File: config.mk
export PLATFORM = sky130hd
export DESIGN_NAME = bqeq_csr
export DESIGN_NICKNAME = d
export VERILOG_FILES = /design/src/hdl/bqeq_pkg.sv /design/src/hdl/bqeq_csr.sv
export SDC_FILE = /design/constraint.sdc
export NUM_CORES = 1
export LEC_CHECK = 0
export ABC_AREA = 1
export BUFFER_PORTS_ARGS = -buffer_cell sky130_fd_sc_hd__buf_4
export CORE_UTILIZATION = 38
export DETAILED_ROUTE_END_ITERATION = 16
export GPL_TIMING_DRIVEN = 0
export HOLD_SLACK_MARGIN = 0.1
export PLACE_DENSITY = 0.74
export SYNTH_ARGS = -nofsm -noshare
export SYNTH_HDL_FRONTEND = slang
export SYNTH_SLANG_ARGS = --single-unit
export TNS_END_PERCENT = 50
File: constraint.sdc
create_clock -name clock -period 0.8 [get_ports clock]
set_input_delay 0.04 -clock clock [delete_from_list [all_inputs] [get_ports clock]]
set_output_delay 0.04 -clock clock [all_outputs]
set_load 0.005 [all_outputs]
File: src/hdl/bqeq_pkg.sv
// Shared constants, types and arithmetic helpers of the biquad cascade equalizer.
// Used by the register file, controller, datapath and top level; no dependencies.
`default_nettype none
package bqeq_pkg;

   localparam int CHANNELS       = 2;
   localparam int BANDS          = 10;
   localparam int COEF_FRAC_BITS = 28;

   localparam int SLOTS     = 5;
   localparam int SAMPLE_W  = 24;
   localparam int COEF_W    = 32;
   localparam int GAIN_W    = 24;
   localparam int GAIN_FRAC = 20;
   localparam int HIST_W    = 40;
   localparam int SPLIT     = 20;
   localparam int LO_W      = SPLIT + 1 + COEF_W;
   localparam int HI_W      = HIST_W - SPLIT + COEF_W;
   localparam int FULL_W    = HIST_W + COEF_W;
   localparam int ACC_W     = FULL_W - COEF_FRAC_BITS + 2;
   localparam int PRE_W     = SAMPLE_W + GAIN_W + 1;

   localparam int COEF_DEPTH = BANDS * SLOTS;
   localparam int COEF_AW    = $clog2(COEF_DEPTH);
   localparam int HIST_DEPTH = CHANNELS * BANDS;
   localparam int HIST_AW    = (HIST_DEPTH > 1) ? $clog2(HIST_DEPTH) : 1;
   localparam int BAND_CW    = (BANDS > 1) ? $clog2(BANDS) : 1;

   localparam int REQ_TDATA_W = 64;
   localparam int RSP_TDATA_W = 32;
   localparam int CSR_AW      = 3;
   localparam int CSR_DW      = 32;

   localparam logic [GAIN_W-1:0] GAIN_RESET = GAIN_W'(1048576);

   localparam logic [1:0] KIND_SAMPLE = 2'd0;
   localparam logic [1:0] KIND_COEF   = 2'd1;
   localparam logic [1:0] KIND_CLEAR  = 2'd2;

   localparam logic REG_PREAMP_GAIN = 1'b0;
   localparam logic REG_EQ_ENABLE   = 1'b1;

   // product order within one band
   localparam logic [2:0] STEP_B0X = 3'd0;
   localparam logic [2:0] STEP_B1X = 3'd1;
   localparam logic [2:0] STEP_A1Y = 3'd2;
   localparam logic [2:0] STEP_B2X = 3'd3;
   localparam logic [2:0] STEP_A2Y = 3'd4;

   localparam logic [2:0] SLOT_B0 = 3'd0;
   localparam logic [2:0] SLOT_B1 = 3'd1;
   localparam logic [2:0] SLOT_B2 = 3'd2;
   localparam logic [2:0] SLOT_A1 = 3'd3;
   localparam logic [2:0] SLOT_A2 = 3'd4;

   typedef enum logic [8:0] {
      ST_IDLE = 9'b000000001,
      ST_PRE  = 9'b000000010,
      ST_RD   = 9'b000000100,
      ST_MLO  = 9'b000001000,
      ST_MHI  = 9'b000010000,
      ST_RND  = 9'b000100000,
      ST_ACC  = 9'b001000000,
      ST_WB   = 9'b010000000,
      ST_OUT  = 9'b100000000
   } state_type;

   typedef struct packed {
      logic               accept;
      logic               pre;
      logic               hist_rd;
      logic               coef_rd;
      logic               mul_lo;
      logic               mul_hi;
      logic               round;
      logic               acc;
      logic               wb;
      logic               out_load;
      logic [BAND_CW-1:0] band;
      logic [2:0]         step;
      logic [2:0]         coef_step;
   } cmd_type;

   typedef struct packed {
      logic sample_ok;
      logic run_eq;
      logic out_free;
   } status_type;

   typedef struct packed {
      logic                     clip;
      logic signed [HIST_W-1:0] val;
   } hsat_type;

   typedef struct packed {
      logic                       clip;
      logic signed [SAMPLE_W-1:0] val;
   } osat_type;

   function automatic logic [2:0] step_slot(input logic [2:0] step);
      logic [2:0] slot;
      case (step)
         STEP_B0X: slot = SLOT_B0;
         STEP_B1X: slot = SLOT_B1;
         STEP_A1Y: slot = SLOT_A1;
         STEP_B2X: slot = SLOT_B2;
         STEP_A2Y: slot = SLOT_A2;
         default:  slot = SLOT_B0;
      endcase
      return slot;
   endfunction

   function automatic hsat_type sat_hist(input logic signed [ACC_W-1:0] v);
      hsat_type r;
      r.clip = !((&v[ACC_W-1:HIST_W-1]) || !(|v[ACC_W-1:HIST_W-1]));
      if (r.clip) begin
         r.val = v[ACC_W-1] ? {1'b1, {(HIST_W-1){1'b0}}} : {1'b0, {(HIST_W-1){1'b1}}};
      end else begin
         r.val = v[HIST_W-1:0];
      end
      return r;
   endfunction

   function automatic osat_type sat_out(input logic signed [HIST_W-1:0] v);
      osat_type r;
      r.clip = !((&v[HIST_W-1:SAMPLE_W-1]) || !(|v[HIST_W-1:SAMPLE_W-1]));
      if (r.clip) begin
         r.val = v[HIST_W-1] ? {1'b1, {(SAMPLE_W-1){1'b0}}} : {1'b0, {(SAMPLE_W-1){1'b1}}};
      end else begin
         r.val = v[SAMPLE_W-1:0];
      end
      return r;
   endfunction

endpackage
`default_nettype wire

File: src/hdl/bqeq_csr.sv
// Configuration register file: preamp gain and EQ enable behind an APB-style port.
// Depends on bqeq_pkg.
`default_nettype none
module bqeq_csr (
   input  wire logic                          clock,
   input  wire logic                          reset,
   input  wire logic                          csr_psel,
   input  wire logic                          csr_penable,
   input  wire logic                          csr_pwrite,
   input  wire logic [bqeq_pkg::CSR_AW-1:0]   csr_paddr,
   input  wire logic [bqeq_pkg::CSR_DW-1:0]   csr_pwdata,
   output logic      [bqeq_pkg::CSR_DW-1:0]   csr_prdata,
   output logic                               csr_pready,
   output logic      [bqeq_pkg::GAIN_W-1:0]   preamp_gain,
   output logic                               eq_enable
);

   logic [bqeq_pkg::GAIN_W-1:0] preamp_gain_ff;
   logic                        eq_enable_ff;
   logic                        wr_en;

   assign csr_pready = 1'b1;
   assign wr_en      = csr_psel && csr_penable && csr_pwrite;

   always_ff @(posedge clock) begin
      if (reset) begin
         preamp_gain_ff <= bqeq_pkg::GAIN_RESET;
         eq_enable_ff   <= 1'b0;
      end else if (wr_en) begin
         if (csr_paddr[2] == bqeq_pkg::REG_PREAMP_GAIN) begin
            preamp_gain_ff <= csr_pwdata[bqeq_pkg::GAIN_W-1:0];
         end else begin
            eq_enable_ff <= csr_pwdata[0];
         end
      end
   end

   always_comb begin
      if (csr_paddr[2] == bqeq_pkg::REG_EQ_ENABLE) begin
         csr_prdata = {{(bqeq_pkg::CSR_DW-1){1'b0}}, eq_enable_ff};
      end else begin
         csr_prdata = {{(bqeq_pkg::CSR_DW-bqeq_pkg::GAIN_W){1'b0}}, preamp_gain_ff};
      end
   end

   assign preamp_gain = preamp_gain_ff;
   assign eq_enable   = eq_enable_ff;

endmodule
`default_nettype wire

==> results.cfg <==
[floorplan]
die-area_um2 = 4280
die_w_um = 65.5
num_rows = 22
io_pins = 98
core-area_um2 = 3770
start_util_pct = 40.6
die_y_um = 65.5

[cells_and_area]
finish.net_count = 380
drive_above_1_share_pct = 62.8
num-fill-cells = 330
syn_to_final_growth_pct = 70.2
diodes = 0
finalInstanceArea_um2 = 2600

[timing]
max_freq_ghz = 1.08
final-max-slew-violation-count = 0
finalSetupTns_ps = -2340
setup_ws_ps = -127
period_share_pct = 116
rsz0062_at_grt = true
setup_viol_count_final = 30
hold_viol_final = 0
fin_crit_ps = 927
skew_ps = 0

[detailed_routing]
top_layer_used = met4
final_antenna_net_count = 0
met3_length_um = 290
routed-wl-met2_um = 2070
wl_per_cell_um = 10.7
met1_length_um = 1770
vias = 1631
drcViolationCount = 0
detail_route.first_pass.iterations = 4
wl_um = 4160
initialDrtViolationCount = 50
via_per_inst = 4.21

[yosys]
synth-seq-cells = 25
synth_edf_count = 0
yosys-top-cells-count = nor2_1, inv_1, nand2_1, dfxtp_1
yosys.area.top_type_share_pct = 32.7
synth.area.top_cells = dfxtp_1, nor2_1, nand3_2
ys_async_sr_fraction_pct = 0
yosysTopAreaCell = dfxtp_1
ys_warn_count = 0
synth.avg_cell_area_um2 = 6.80
yosys.cell_count.top_type = nor2_1
ys_seq_area_share_pct = 32.7
syn_inst = 225
synthDistinctLibCells = 16
synthFlopType = dfxtp_1
synth.cell_area_um2 = 1530

[place]
io_buffers = 78
post-place-ws_ps = -94.2
hpwl_um = 2740
gp_congestion = 0.770
placed_area_um2 = 2200

[worst_setup_path]
crit_type = reg -> out
cp-end-kind = output port
cp-start-kind = flip-flop
worstPathRequired_ps = 760
worstPathMaxFanout = 3
crit_arrival_ps = 890

[run_status]
outcome = finished with violations
violations = negative setup slack

[cts]
cts_root_buffer = clkbuf_8
clockBufferDepth = 2
cts.sinks = 25
htreeDepth = 1
cts_tree = yes
clk_pin_slew_ps = 90
clock_latency_ps = 260
cts_buffers = 3
hold_buffers = 20

[power]
p_per_area_nw_per_um2 = 1090
p_leak_nw = 1.30
ir_drop_v = 0.000621

[global_routing]
grt_overflow = 0
grt_pass1_vias = 1468
track_usage_pct = 19.6
grt_pass1_wl_um = 6560
grt_max_degree = 14
grt_antenna_before_repair = 0

[worst_hold_path]
min_path_type = in -> reg

[run]
cap_viol_max_count = 0
-- worst paths after layout --
check	from	to	slack [ps]	cells past startpoint
setup / recovery	preamp_gain[11]$_SDFFE_PP0P_	csr_prdata[11]	-130	3
setup reg to reg	preamp_gain[6]$_SDFFE_PP0P_	preamp_gain[6]$_SDFFE_PP0P_	80	3
hold reg to reg	preamp_gain[17]$_SDFFE_PP0P_	preamp_gain[17]$_SDFFE_PP0P_	510	2
hold / removal	reset	preamp_gain[17]$_SDFFE_PP0P_	30	4
-- per-stage QoR --
| step | hold slack [ps] | power (W) | std cells | util, % |
|---|---|---|---|---|
| 2_1_floorplan | 166 | 0.00168 | 232 | - |
| 3_3_place_gp | 254 | 0.00194 | 358 | 58.4 |
| 3_5_place_dp | 260 | 0.00195 | 358 | 58.4 |
| 4_1_cts | 31.5 | 0.00279 | 384 | 66.3 |
| 5_1_grt | 42.8 | 0.00300 | 387 | 69.0 |
| 6_report | 34.6 | 0.00283 | 387 | 69.0 |
-- worst max-delay path: stages (launching register included) --
cell and delay, ps:
dfxtp_2 350, inv_1 40, nor2_1 110, buf_4 120
-- per-layer routing --
metal | GRT usage [%] | vias up
li1 | - | 854
met1 | 23.0 | 712
met2 | 36.0 | 59
met3 | 4.17 | 6
met4 | 4.35 | 0
met5 | 0 | -
-- repair_timing --
action,in CTS,in global routing
resized for setup,31,47
buffers inserted,2,3
hold endpoints to repair,25,5
setup endpoints to repair,29,47
pin swaps,3,12
cloned,0,0
-- power by group --
part | internal, W | switching [W] | total [W]
registers | 0.00130 | 0.0000402 | 0.00134
logic | 0.000405 | 0.000334 | 0.000740
clock network | 0.000356 | 0.000401 | 0.000757
total | 0.00206 | 0.000776 | 0.00283
-- state kept, by name, summed over array words and instances, names as in the netlist --
signal       count
eq_enable        1
preamp_gain     24
-- cell families (layout without fill, tap and decap cells) --
kind of cell,after synthesis,count (layout),share of synthesized area (%)
other,2,9,0.491
AOI/OAI and AO/OA,2,2,0.654
buffers and inverters,69,176,22.6
and+or+nand+nor,127,127,43.6
DFF,25,25,32.7
-- area by class of cell --
class / instances / area [µm²] / area share (%)
buffer: 20 / 159 / 6.10
multi-input combinational: 138 / 756 / 29.0
timing repair buffer: 103 / 866 / 33.3
tap: 48 / 60.1 / 2.31
clock buffer: 4 / 45.0 / 1.73
inverter: 49 / 186 / 7.16
sequential: 25 / 532 / 20.4
-- layout by cell type (no fill, tap or decap), drive strengths merged --
master and instances:
nand3 26, nand2 29, conb 9, inv 49
o21ai 1, dlygate4sd3 18, a21oi 1, dfxtp 25
clkbuf 4, buf 103, dlymetal6s4s 2, nor2 72
No activity file was read; power rests on OpenSTA's default activity.
