$ cat config.mk
export PLATFORM = sky130hd
export DESIGN_NAME = bqeq_ctrl
export DESIGN_NICKNAME = d
export VERILOG_FILES = /design/src/hdl/bqeq_pkg.sv /design/src/hdl/bqeq_ctrl.sv
export SDC_FILE = /design/constraint.sdc
export NUM_CORES = 1
export LEC_CHECK = 0
export BUFFER_PORTS_ARGS = -buffer_cell sky130_fd_sc_hd__buf_4
export CAP_MARGIN = 20
export CORE_MARGIN = 2
export CORE_UTILIZATION = 49
export CTS_BUF_LIST = sky130_fd_sc_hd__clkbuf_8
export CTS_CLUSTER_SIZE = 24
export DETAILED_ROUTE_END_ITERATION = 16
export GPL_TIMING_DRIVEN = 0
export HOLD_SLACK_MARGIN = 0.1
export PLACE_DENSITY = 0.73
export SLEW_MARGIN = 0
export SYNTH_ARGS = -nofsm -noshare
export SYNTH_HDL_FRONTEND = slang
export SYNTH_SLANG_ARGS = --single-unit
$ cat constraint.sdc
create_clock -name clock -period 1.6 [get_ports clock]
set_input_delay 0.08 -clock clock [delete_from_list [all_inputs] [get_ports clock]]
set_output_delay 0.08 -clock clock [all_outputs]
set_load 0.03 [all_outputs]
$ cat src/hdl/bqeq_pkg.sv
// Shared constants, types and arithmetic helpers of the biquad cascade equalizer.
// Used by the register file, controller, datapath and top level; no dependencies.
`default_nettype none
package bqeq_pkg;

   localparam int CHANNELS       = 2;
   localparam int BANDS          = 10;
   localparam int COEF_FRAC_BITS = 28;

   localparam int SLOTS     = 5;
   localparam int SAMPLE_W  = 24;
   localparam int COEF_W    = 32;
   localparam int GAIN_W    = 24;
   localparam int GAIN_FRAC = 20;
   localparam int HIST_W    = 40;
   localparam int SPLIT     = 20;
   localparam int LO_W      = SPLIT + 1 + COEF_W;
   localparam int HI_W      = HIST_W - SPLIT + COEF_W;
   localparam int FULL_W    = HIST_W + COEF_W;
   localparam int ACC_W     = FULL_W - COEF_FRAC_BITS + 2;
   localparam int PRE_W     = SAMPLE_W + GAIN_W + 1;

   localparam int COEF_DEPTH = BANDS * SLOTS;
   localparam int COEF_AW    = $clog2(COEF_DEPTH);
   localparam int HIST_DEPTH = CHANNELS * BANDS;
   localparam int HIST_AW    = (HIST_DEPTH > 1) ? $clog2(HIST_DEPTH) : 1;
   localparam int BAND_CW    = (BANDS > 1) ? $clog2(BANDS) : 1;

   localparam int REQ_TDATA_W = 64;
   localparam int RSP_TDATA_W = 32;
   localparam int CSR_AW      = 3;
   localparam int CSR_DW      = 32;

   localparam logic [GAIN_W-1:0] GAIN_RESET = GAIN_W'(1048576);

   localparam logic [1:0] KIND_SAMPLE = 2'd0;
   localparam logic [1:0] KIND_COEF   = 2'd1;
   localparam logic [1:0] KIND_CLEAR  = 2'd2;

   localparam logic REG_PREAMP_GAIN = 1'b0;
   localparam logic REG_EQ_ENABLE   = 1'b1;

   // product order within one band
   localparam logic [2:0] STEP_B0X = 3'd0;
   localparam logic [2:0] STEP_B1X = 3'd1;
   localparam logic [2:0] STEP_A1Y = 3'd2;
   localparam logic [2:0] STEP_B2X = 3'd3;
   localparam logic [2:0] STEP_A2Y = 3'd4;

   localparam logic [2:0] SLOT_B0 = 3'd0;
   localparam logic [2:0] SLOT_B1 = 3'd1;
   localparam logic [2:0] SLOT_B2 = 3'd2;
   localparam logic [2:0] SLOT_A1 = 3'd3;
   localparam logic [2:0] SLOT_A2 = 3'd4;

   typedef enum logic [8:0] {
      ST_IDLE = 9'b000000001,
      ST_PRE  = 9'b000000010,
      ST_RD   = 9'b000000100,
      ST_MLO  = 9'b000001000,
      ST_MHI  = 9'b000010000,
      ST_RND  = 9'b000100000,
      ST_ACC  = 9'b001000000,
      ST_WB   = 9'b010000000,
      ST_OUT  = 9'b100000000
   } state_type;

   typedef struct packed {
      logic               accept;
      logic               pre;
      logic               hist_rd;
      logic               coef_rd;
      logic               mul_lo;
      logic               mul_hi;
      logic               round;
      logic               acc;
      logic               wb;
      logic               out_load;
      logic [BAND_CW-1:0] band;
      logic [2:0]         step;
      logic [2:0]         coef_step;
   } cmd_type;

   typedef struct packed {
      logic sample_ok;
      logic run_eq;
      logic out_free;
   } status_type;

   typedef struct packed {
      logic                     clip;
      logic signed [HIST_W-1:0] val;
   } hsat_type;

   typedef struct packed {
      logic                       clip;
      logic signed [SAMPLE_W-1:0] val;
   } osat_type;

   function automatic logic [2:0] step_slot(input logic [2:0] step);
      logic [2:0] slot;
      case (step)
         STEP_B0X: slot = SLOT_B0;
         STEP_B1X: slot = SLOT_B1;
         STEP_A1Y: slot = SLOT_A1;
         STEP_B2X: slot = SLOT_B2;
         STEP_A2Y: slot = SLOT_A2;
         default:  slot = SLOT_B0;
      endcase
      return slot;
   endfunction

   function automatic hsat_type sat_hist(input logic signed [ACC_W-1:0] v);
      hsat_type r;
      r.clip = !((&v[ACC_W-1:HIST_W-1]) || !(|v[ACC_W-1:HIST_W-1]));
      if (r.clip) begin
         r.val = v[ACC_W-1] ? {1'b1, {(HIST_W-1){1'b0}}} : {1'b0, {(HIST_W-1){1'b1}}};
      end else begin
         r.val = v[HIST_W-1:0];
      end
      return r;
   endfunction

   function automatic osat_type sat_out(input logic signed [HIST_W-1:0] v);
      osat_type r;
      r.clip = !((&v[HIST_W-1:SAMPLE_W-1]) || !(|v[HIST_W-1:SAMPLE_W-1]));
      if (r.clip) begin
         r.val = v[HIST_W-1] ? {1'b1, {(SAMPLE_W-1){1'b0}}} : {1'b0, {(SAMPLE_W-1){1'b1}}};
      end else begin
         r.val = v[SAMPLE_W-1:0];
      end
      return r;
   endfunction

endpackage
`default_nettype wire

$ cat src/hdl/bqeq_ctrl.sv
// Controller state machine: sequences preamp, per-band products and history write-back.
// Depends on bqeq_pkg; drives the datapath through cmd_type and reads status_type.
`default_nettype none
module bqeq_ctrl (
   input  wire logic                   clock,
   input  wire logic                   reset,
   input  wire logic                   req_tvalid,
   output logic                        req_tready,
   input  wire bqeq_pkg::status_type   status,
   output bqeq_pkg::cmd_type           cmd
);

   bqeq_pkg::state_type          state_ff, state_in;
   logic [bqeq_pkg::BAND_CW-1:0] band_ff, band_in;
   logic [2:0]                   step_ff, step_in;

   always_comb begin
      state_in      = state_ff;
      band_in       = band_ff;
      step_in       = step_ff;
      cmd           = '0;
      cmd.band      = band_ff;
      cmd.step      = step_ff;
      cmd.coef_step = step_ff;
      req_tready    = (state_ff == bqeq_pkg::ST_IDLE);
      case (state_ff)
         bqeq_pkg::ST_IDLE: begin
            cmd.accept = req_tvalid;
            if (req_tvalid && status.sample_ok) begin
               state_in = bqeq_pkg::ST_PRE;
            end
         end
         bqeq_pkg::ST_PRE: begin
            cmd.pre = 1'b1;
            if (status.run_eq) begin
               state_in = bqeq_pkg::ST_RD;
               band_in  = '0;
               step_in  = bqeq_pkg::STEP_B0X;
            end else begin
               state_in = bqeq_pkg::ST_OUT;
            end
         end
         bqeq_pkg::ST_RD: begin
            cmd.hist_rd = 1'b1;
            cmd.coef_rd = 1'b1;
            state_in    = bqeq_pkg::ST_MLO;
         end
         bqeq_pkg::ST_MLO: begin
            cmd.mul_lo = 1'b1;
            state_in   = bqeq_pkg::ST_MHI;
         end
         bqeq_pkg::ST_MHI: begin
            cmd.mul_hi = 1'b1;
            state_in   = bqeq_pkg::ST_RND;
         end
         bqeq_pkg::ST_RND: begin
            cmd.round = 1'b1;
            if (step_ff != bqeq_pkg::STEP_A2Y) begin
               cmd.coef_rd   = 1'b1;
               cmd.coef_step = step_ff + 3'd1;
            end
            state_in = bqeq_pkg::ST_ACC;
         end
         bqeq_pkg::ST_ACC: begin
            cmd.acc = 1'b1;
            if (step_ff == bqeq_pkg::STEP_A2Y) begin
               state_in = bqeq_pkg::ST_WB;
            end else begin
               step_in  = step_ff + 3'd1;
               state_in = bqeq_pkg::ST_MLO;
            end
         end
         bqeq_pkg::ST_WB: begin
            cmd.wb = 1'b1;
            if (band_ff == bqeq_pkg::BAND_CW'(bqeq_pkg::BANDS - 1)) begin
               state_in = bqeq_pkg::ST_OUT;
            end else begin
               band_in  = band_ff + 1'b1;
               step_in  = bqeq_pkg::STEP_B0X;
               state_in = bqeq_pkg::ST_RD;
            end
         end
         bqeq_pkg::ST_OUT: begin
            if (status.out_free) begin
               cmd.out_load = 1'b1;
               state_in     = bqeq_pkg::ST_IDLE;
            end
         end
         default: begin
            state_in = bqeq_pkg::ST_IDLE;
         end
      endcase
   end

   always_ff @(posedge clock) begin
      if (reset) begin
         state_ff <= bqeq_pkg::ST_IDLE;
         band_ff  <= '0;
         step_ff  <= bqeq_pkg::STEP_B0X;
      end else begin
         state_ff <= state_in;
         band_ff  <= band_in;
         step_ff  <= step_in;
      end
   end

   a_wb_after_last_step: assert property (@(posedge clock) disable iff (reset)
      (state_ff == bqeq_pkg::ST_WB) |-> (step_ff == bqeq_pkg::STEP_A2Y))
      else $error("write-back before last product");

   a_acc_after_round: assert property (@(posedge clock) disable iff (reset)
      (state_ff == bqeq_pkg::ST_ACC) |-> $past(state_ff == bqeq_pkg::ST_RND))
      else $error("accumulate without rounded product");

   a_sample_starts: assert property (@(posedge clock) disable iff (reset)
      (req_tvalid && req_tready && status.sample_ok) |=> (state_ff == bqeq_pkg::ST_PRE))
      else $error("accepted sample did not start");

   a_rd_entry: assert property (@(posedge clock) disable iff (reset)
      (state_ff == bqeq_pkg::ST_RD) |->
      ($past(state_ff) == bqeq_pkg::ST_PRE || $past(state_ff) == bqeq_pkg::ST_WB))
      else $error("band read entered out of order");

endmodule
`default_nettype wire

==> run_results.csv, run 1 <==
group,metric,value,unit
final_layout,nNetsFinal,185,
synthesis,ys_seq_area_share,28.9,%
power_and_ir_drop,p_comb_share,32.0,%
synthesis,synth_warnings,0,
final_layout,layout-drive-gt1-share,58.0,%
final_layout,multiInputGateArea,973,µm²
sta,slew_headroom,63.5,%
final_layout,utilization,84.9,%
sta,finalCritPeriodShare,124,%
power_and_ir_drop,power,1200,µW
die,num_rows,17,
power_and_ir_drop,switching_share,33.3,%
final_layout,mostFrequentLayoutCells,"buf_4, buf_6, inv_1",
clock_network,clk_latency,0.26,ns
clock_network,ctsHtreeMaxLevel,1,
clock_network,cts_max_path_buffers,2,
sta,period_needed,1.99,ns
sta,worst_slack,-0.388,ns
synthesis,synthTopCellsByArea,"dfxtp_1, ha_1, nand2b_1, inv_1, a21oi_1",
clock_network,cts_tree,"done",
die,io_pins,27,
power_and_ir_drop,switchingPower,401,µW
critical_path,worst_path_largest_cell_delay,0.58,ns
min_path,min-delay-path-class,"primary input to register",
clock_network,cts.clk_slew.worst_paths,0.08,ns
synthesis,synth_cells,130,
final_layout,seq_area,342,µm²
clock_network,cts-hold-fix-buffers,0,
synthesis,synth_edf_count,0,
outcome,outcome,"finished, violations left",
synthesis,synth_top_area_share,28.9,%
drt,vias_per_cell,6.08,
critical_path,path_cells,"or4_4 > nor4_4 > buf_6 > buf_6 > nand2_2 > o21ai_2 > buf_6",
die,die_h,51.6,µm
global_routing,grt-ovfl-total,0,
die,start_util,51.1,%
critical_path,critPathArrivalTime,1.91,ns
critical_path,required,1.52,ns
power_and_ir_drop,ir_worst_vdd,526,µV
final_layout,fillers,114,
critical_path,crit_top_cell,"buf_6",
power_and_ir_drop,power_density,652,nW/µm²
synthesis,yosysTopAreaCell,"dfxtp_1",
synthesis,synthArstFlopShare,0,%
drt,drc,0,
drt,drt_wl_total,3790,µm
clock_network,cts-root-buf,"clkbuf_8",
sta,slew_viol_final,0,
die,die_area,2660,µm²
drt,ant_nets,0,
sta,finalHoldViolCount,0,
critical_path,crit_path_end_kind,"output pin",
sta,rsz0062_at_grt,"true",
critical_path,startpoint_type,"register",
placed_design,place_congestion,0.912,
final_layout,final_area,1840,µm²
global_routing,antenna_found_initial,0,
final_layout,layout_commonest_cell,"buf_4",
drt,drtPass1Iterations,4,
outcome,violations,"setup timing",
power_and_ir_drop,p_leak,0.000746,µW
placed_design,io_buffers,25,
global_routing,grt_max_degree,11,
critical_path,cp_max_fo,4,
critical_path,cp_slowest_cell,"or4_4",
power_and_ir_drop,pwr-share-seq,35.8,%
placed_design,placed_area,1430,µm²
power_and_ir_drop,pwr-share-clk,32.2,%
placed_design,dp.cells,183,
synthesis,synthDistinctLibCells,52,
synthesis,synth_flop_cell,"dfxtp_1",
final_layout,final_cell_count_no_fill,202,
drt,wire_per_inst,18.7,µm
die,core,2170,µm²
clock_network,cts_buffers,3,
power_and_ir_drop,p_int,801,µW
global_routing,grt_pass1_wl,5270,µm
die,chipWidth,51.6,µm
drt,first_iter_violations,26,
placed_design,dpl_worst_slack,-0.447,ns
synthesis,syn_nets,140,
sta,fin_skew,0.0121,ns
job,drv_cap,0,
drt,num_vias,1229,
final_layout,area_growth,66.3,%
sta,tightest_slew,0.547,ns
clock_network,cts.sinks,16,
critical_path,path_class,"register to output pin",
sta,fmax,503,MHz
global_routing,grt_pass1_vias,1100,
final_layout,diodes,0,
synthesis,syn_area,1110,µm²
sta,setup_viol,27,
placed_design,dp_hpwl,2030,µm
global_routing,grtUsageTotal,27.1,%
synthesis,ys_ff_latch,16,
synthesis,synth.avg_cell_area,8.53,µm²
==> state kept, by name, indices dropped and copies added, names as in the netlist <==
name and flops:
state_ff 9, step_ff 3, band_ff 4
==> path summary, 6_finish.rpt <==
kind	depth (start not counted)	startpoint	end	slack, ns
worst min-delay path	3	status[0]	state_ff[8]$_SDFFE_PP0P_	0.18
worst max-delay path	7	state_ff[1]$_SDFFE_PP0P_	cmd[1]	-0.39
worst min register to register	2	band_ff[1]$_SDFFE_PP0P_	band_ff[1]$_SDFFE_PP0P_	0.52
worst max register to register	5	state_ff[1]$_SDFFE_PP0P_	step_ff[1]$_SDFFE_PP0P_	-0.26
==> critical path, delay by kind of cell (launching register included) <==
family	cells	cell delay, ns
and+or+nand+nor	3	0.79
buffers and inverters	3	0.43
DFF	1	0.36
AOI/OAI and AO/OA	1	0.06
==> kinds of logic after synthesis <==
group / Yosys count / share of synthesized area [%]
compound gates: 32 / 19.4
xor+xnor: 2 / 1.58
fa+ha+maj: 4 / 4.51
buf+inv: 15 / 7.34
flops: 16 / 28.9
mux: 1 / 1.02
simple gates: 60 / 37.2
==> layer usage <==
| metal | wire length (µm) | part of all wire, % | GRT usage [%] | vias to the layer above |
|---|---|---|---|---|
| met5 | 0 | 0 | 0 | - |
| met3 | 141 | 3.7 | 3.74 | 23 |
| met1 | 1550 | 41 | 33.8 | 594 |
| met4 | 187 | 4.9 | 11.8 | 0 |
| met2 | 1910 | 50 | 46.4 | 46 |
| li1 | - | - | - | 566 |
==> what timing repair did <==
action	in CTS	in global routing
pin swaps	17	17
setup buffers	13	5
resized for setup	40	24
endpoints found under the setup margin	30	30
==> area by class of cell <==
class                           count  share of cell area (%)
Multi-Input combinational cell     99                    52.8
Timing Repair Buffer               42                    20.6
Sequential cell                    16                    18.5
Clock buffer                        4                    2.99
Inverter                           11                    2.24
Tap cell                           28                    1.90
Buffer                              2                   0.950
==> cells in the mapped netlist, types with 3 or more instances <==
master / count
o21ai_0: 6
ha_1: 4
nor2_1: 3
or3_1: 3
inv_1: 11
dfxtp_1: 16
nor3_1: 7
nor2b_1: 3
nand2b_1: 7
a21oi_1: 8
and3_1: 4
nand2_1: 8
nor4_1: 3
==> metrics by stage <==
| step | hold WS (ns) | TNS (ns) |
|---|---|---|
| finish | 0.177 | -5.80 |
| global route | 0.191 | -6.50 |
| CTS | 0.144 | -4.85 |
| detailed placement | 0.426 | -4.32 |
| global placement | 0.412 | -4.04 |
| floorplan | 0.276 | -2.84 |
==> power groups by stage <==
stage,Combinational (µW),Sequential (µW),Clock [µW]
6_report,385,430,387
5_1_grt,397,431,399
4_1_cts,325,430,378
3_5_place_dp,257,436,0
3_3_place_gp,253,435,0
2_1_floorplan,188,432,0
Note: power is estimated with default switching activity, not from simulation.
==> run 2: changes to the inputs <==
Settings changed: GPL_TIMING_DRIVEN 0 to unset, TNS_END_PERCENT set to 1.
==> run 2 against run 1 <==
The flow still finishes with violations (setup timing). Final cell count is 5.4% higher. Global-route usage is 1.2 points lower. Via count is 2.0% lower. Combinational power hardly changed. Clock skew is 0.0088 ns lower. Register-to-register slack better by 0.02 ns. Worst setup slack worse by 0.069 ns. Die area stayed put. Largest cell class unchanged. Largest power group unchanged.
==> run_results.csv, run 2 (same netlist as run 1, synthesis figures left out) <==
group,metric,value,unit
outcome,outcome,"finished, violations left",
outcome,violations,"setup timing",
sta,tightest_slew,0.400,ns
final_layout,fillers,142,
power_and_ir_drop,p_leak,0.000794,µW
critical_path,required,1.52,ns
drt,num_vias,1204,
placed_design,dp_hpwl,2300,µm
global_routing,antenna_found_initial,0,
final_layout,mostFrequentLayoutCells,"buf_4, dfxtp_1, inv_1, buf_6",
global_routing,grt-ovfl-total,0,
sta,finalCritPeriodShare,129,%
final_layout,layout_commonest_cell,"buf_4",
die,start_util,51.1,%
drt,drt_wl_total,3340,µm
final_layout,layout-drive-gt1-share,53.0,%
die,die_h,51.6,µm
sta,fmax,486,MHz
final_layout,top_regs,"state_ff (9), band_ff (4), step_ff (3)",
global_routing,grt_pass1_wl,5180,µm
clock_network,ctsHtreeMaxLevel,1,
sta,finalHoldViolCount,0,
critical_path,startpoint_type,"register",
sta,worst_slack,-0.457,ns
global_routing,grtUsageTotal,25.9,%
final_layout,final_area,1790,µm²
sta,rsz0062_at_grt,"true",
final_layout,diodes,0,
global_routing,grt_max_degree,10,
final_layout,final_cell_count_no_fill,213,
sta,period_needed,2.06,ns
drt,drtPass1Iterations,4,
sta,setup_viol,27,
placed_design,io_buffers,26,
drt,drc,0,
min_path,min-delay-path-class,"primary input to register",
sta,slew_headroom,73.4,%
final_layout,regMostFlops,"state_ff",
sta,fin_skew,0.00338,ns
final_layout,nNetsFinal,197,
clock_network,cts.sinks,16,
die,num_rows,17,
die,core,2170,µm²
critical_path,crit_path_end_kind,"output pin",
clock_network,cts.clk_slew.worst_paths,0.07,ns
clock_network,cts-root-buf,"clkbuf_8",
drt,wire_per_inst,15.7,µm
clock_network,cts_max_path_buffers,2,
placed_design,placed_area,1550,µm²
job,drv_cap,0,
power_and_ir_drop,ir_worst_vdd,477,µV
critical_path,cp_max_fo,4,
placed_design,place_congestion,0.866,
die,io_pins,27,
die,die_area,2660,µm²
drt,vias_per_cell,5.65,
final_layout,largest_reg_flops,9,
drt,ant_nets,0,
power_and_ir_drop,power_density,626,nW/µm²
final_layout,area_growth,61.4,%
sta,slew_viol_final,0,
drt,first_iter_violations,27,
critical_path,critPathArrivalTime,1.98,ns
placed_design,dp.cells,207,
global_routing,grt_pass1_vias,1111,
clock_network,cts_tree,"done",
die,chipWidth,51.6,µm
critical_path,path_class,"register to output pin",
clock_network,cts_buffers,3,
clock_network,clk_latency,0.25,ns
==> run 2: report_power, final <==
group	total [µW]	switching, µW	internal, µW
combinational	383	193	190
clock	307	140	167
sequential	430	18.1	412
total	1120	351	769
==> run 2: final cells by class <==
cell class              instances  area (µm²)  area share (%)
inverters                      11        41.3            2.31
clock buffers                   3        41.3            2.31
multi-input cells              99         886            49.5
repair buffers                 56         460            25.7
well taps                      28        35.0            1.96
flip-flops and latches         16         325            18.2
==> run 2: metal layers <==
metal / part of all wire (%) / vias up / GRT usage [%] / wire length, µm
li1: - / 593 / - / -
met1: 43 / 574 / 34.9 / 1430
met2: 51 / 31 / 41.2 / 1710
met3: 4.8 / 6 / 5.46 / 161
met4: 0.96 / 0 / 8.33 / 32
met5: 0 / - / 0 / 0
==> run 2: worst paths after layout <==
path	from	endpoint	slack (ns)	cells after the start
hold / removal	status[0]	state_ff[3]$_SDFFE_PP0P_	0.17	3
setup reg to reg	state_ff[6]$_SDFFE_PP0P_	band_ff[3]$_SDFFE_PP0P_	-0.24	6
hold reg to reg	band_ff[2]$_SDFFE_PP0P_	band_ff[2]$_SDFFE_PP0P_	0.55	2
setup / recovery	state_ff[6]$_SDFFE_PP0P_	cmd[2]	-0.46	5
==> run 2: stage by stage <==
step | hold WS (ns) | utilization [%] | worst slack (ns) | power [µW] | setup TNS, ns
2_1_floorplan | 0.275 | - | -0.524 | 612 | -3.78
3_3_place_gp | 0.317 | 71.6 | -0.111 | 733 | -1.09
3_5_place_dp | 0.317 | 71.6 | -0.167 | 737 | -1.55
4_1_cts | 0.155 | 77.5 | -0.408 | 1070 | -4.13
5_1_grt | 0.210 | 82.5 | -0.551 | 1160 | -7.59
6_report | 0.166 | 82.5 | -0.457 | 1120 | -5.73
==> run 2: timing repair <==
action,4_1_cts,5_1_grt
buffers inserted,0,2
gates resized for setup,20,24
endpoints found under the hold margin,5,0
hold buffers,1,0
pin swaps,8,6
endpoints found under the setup margin,28,30
==> run 2: worst max-delay path, stage by stage, from the launching register on <==
cell	delay (ns)
dfxtp_2	0.32
or4_4	0.56
nor4_4	0.36
a21oi_1	0.17
a31oi_4	0.15
buf_4	0.17
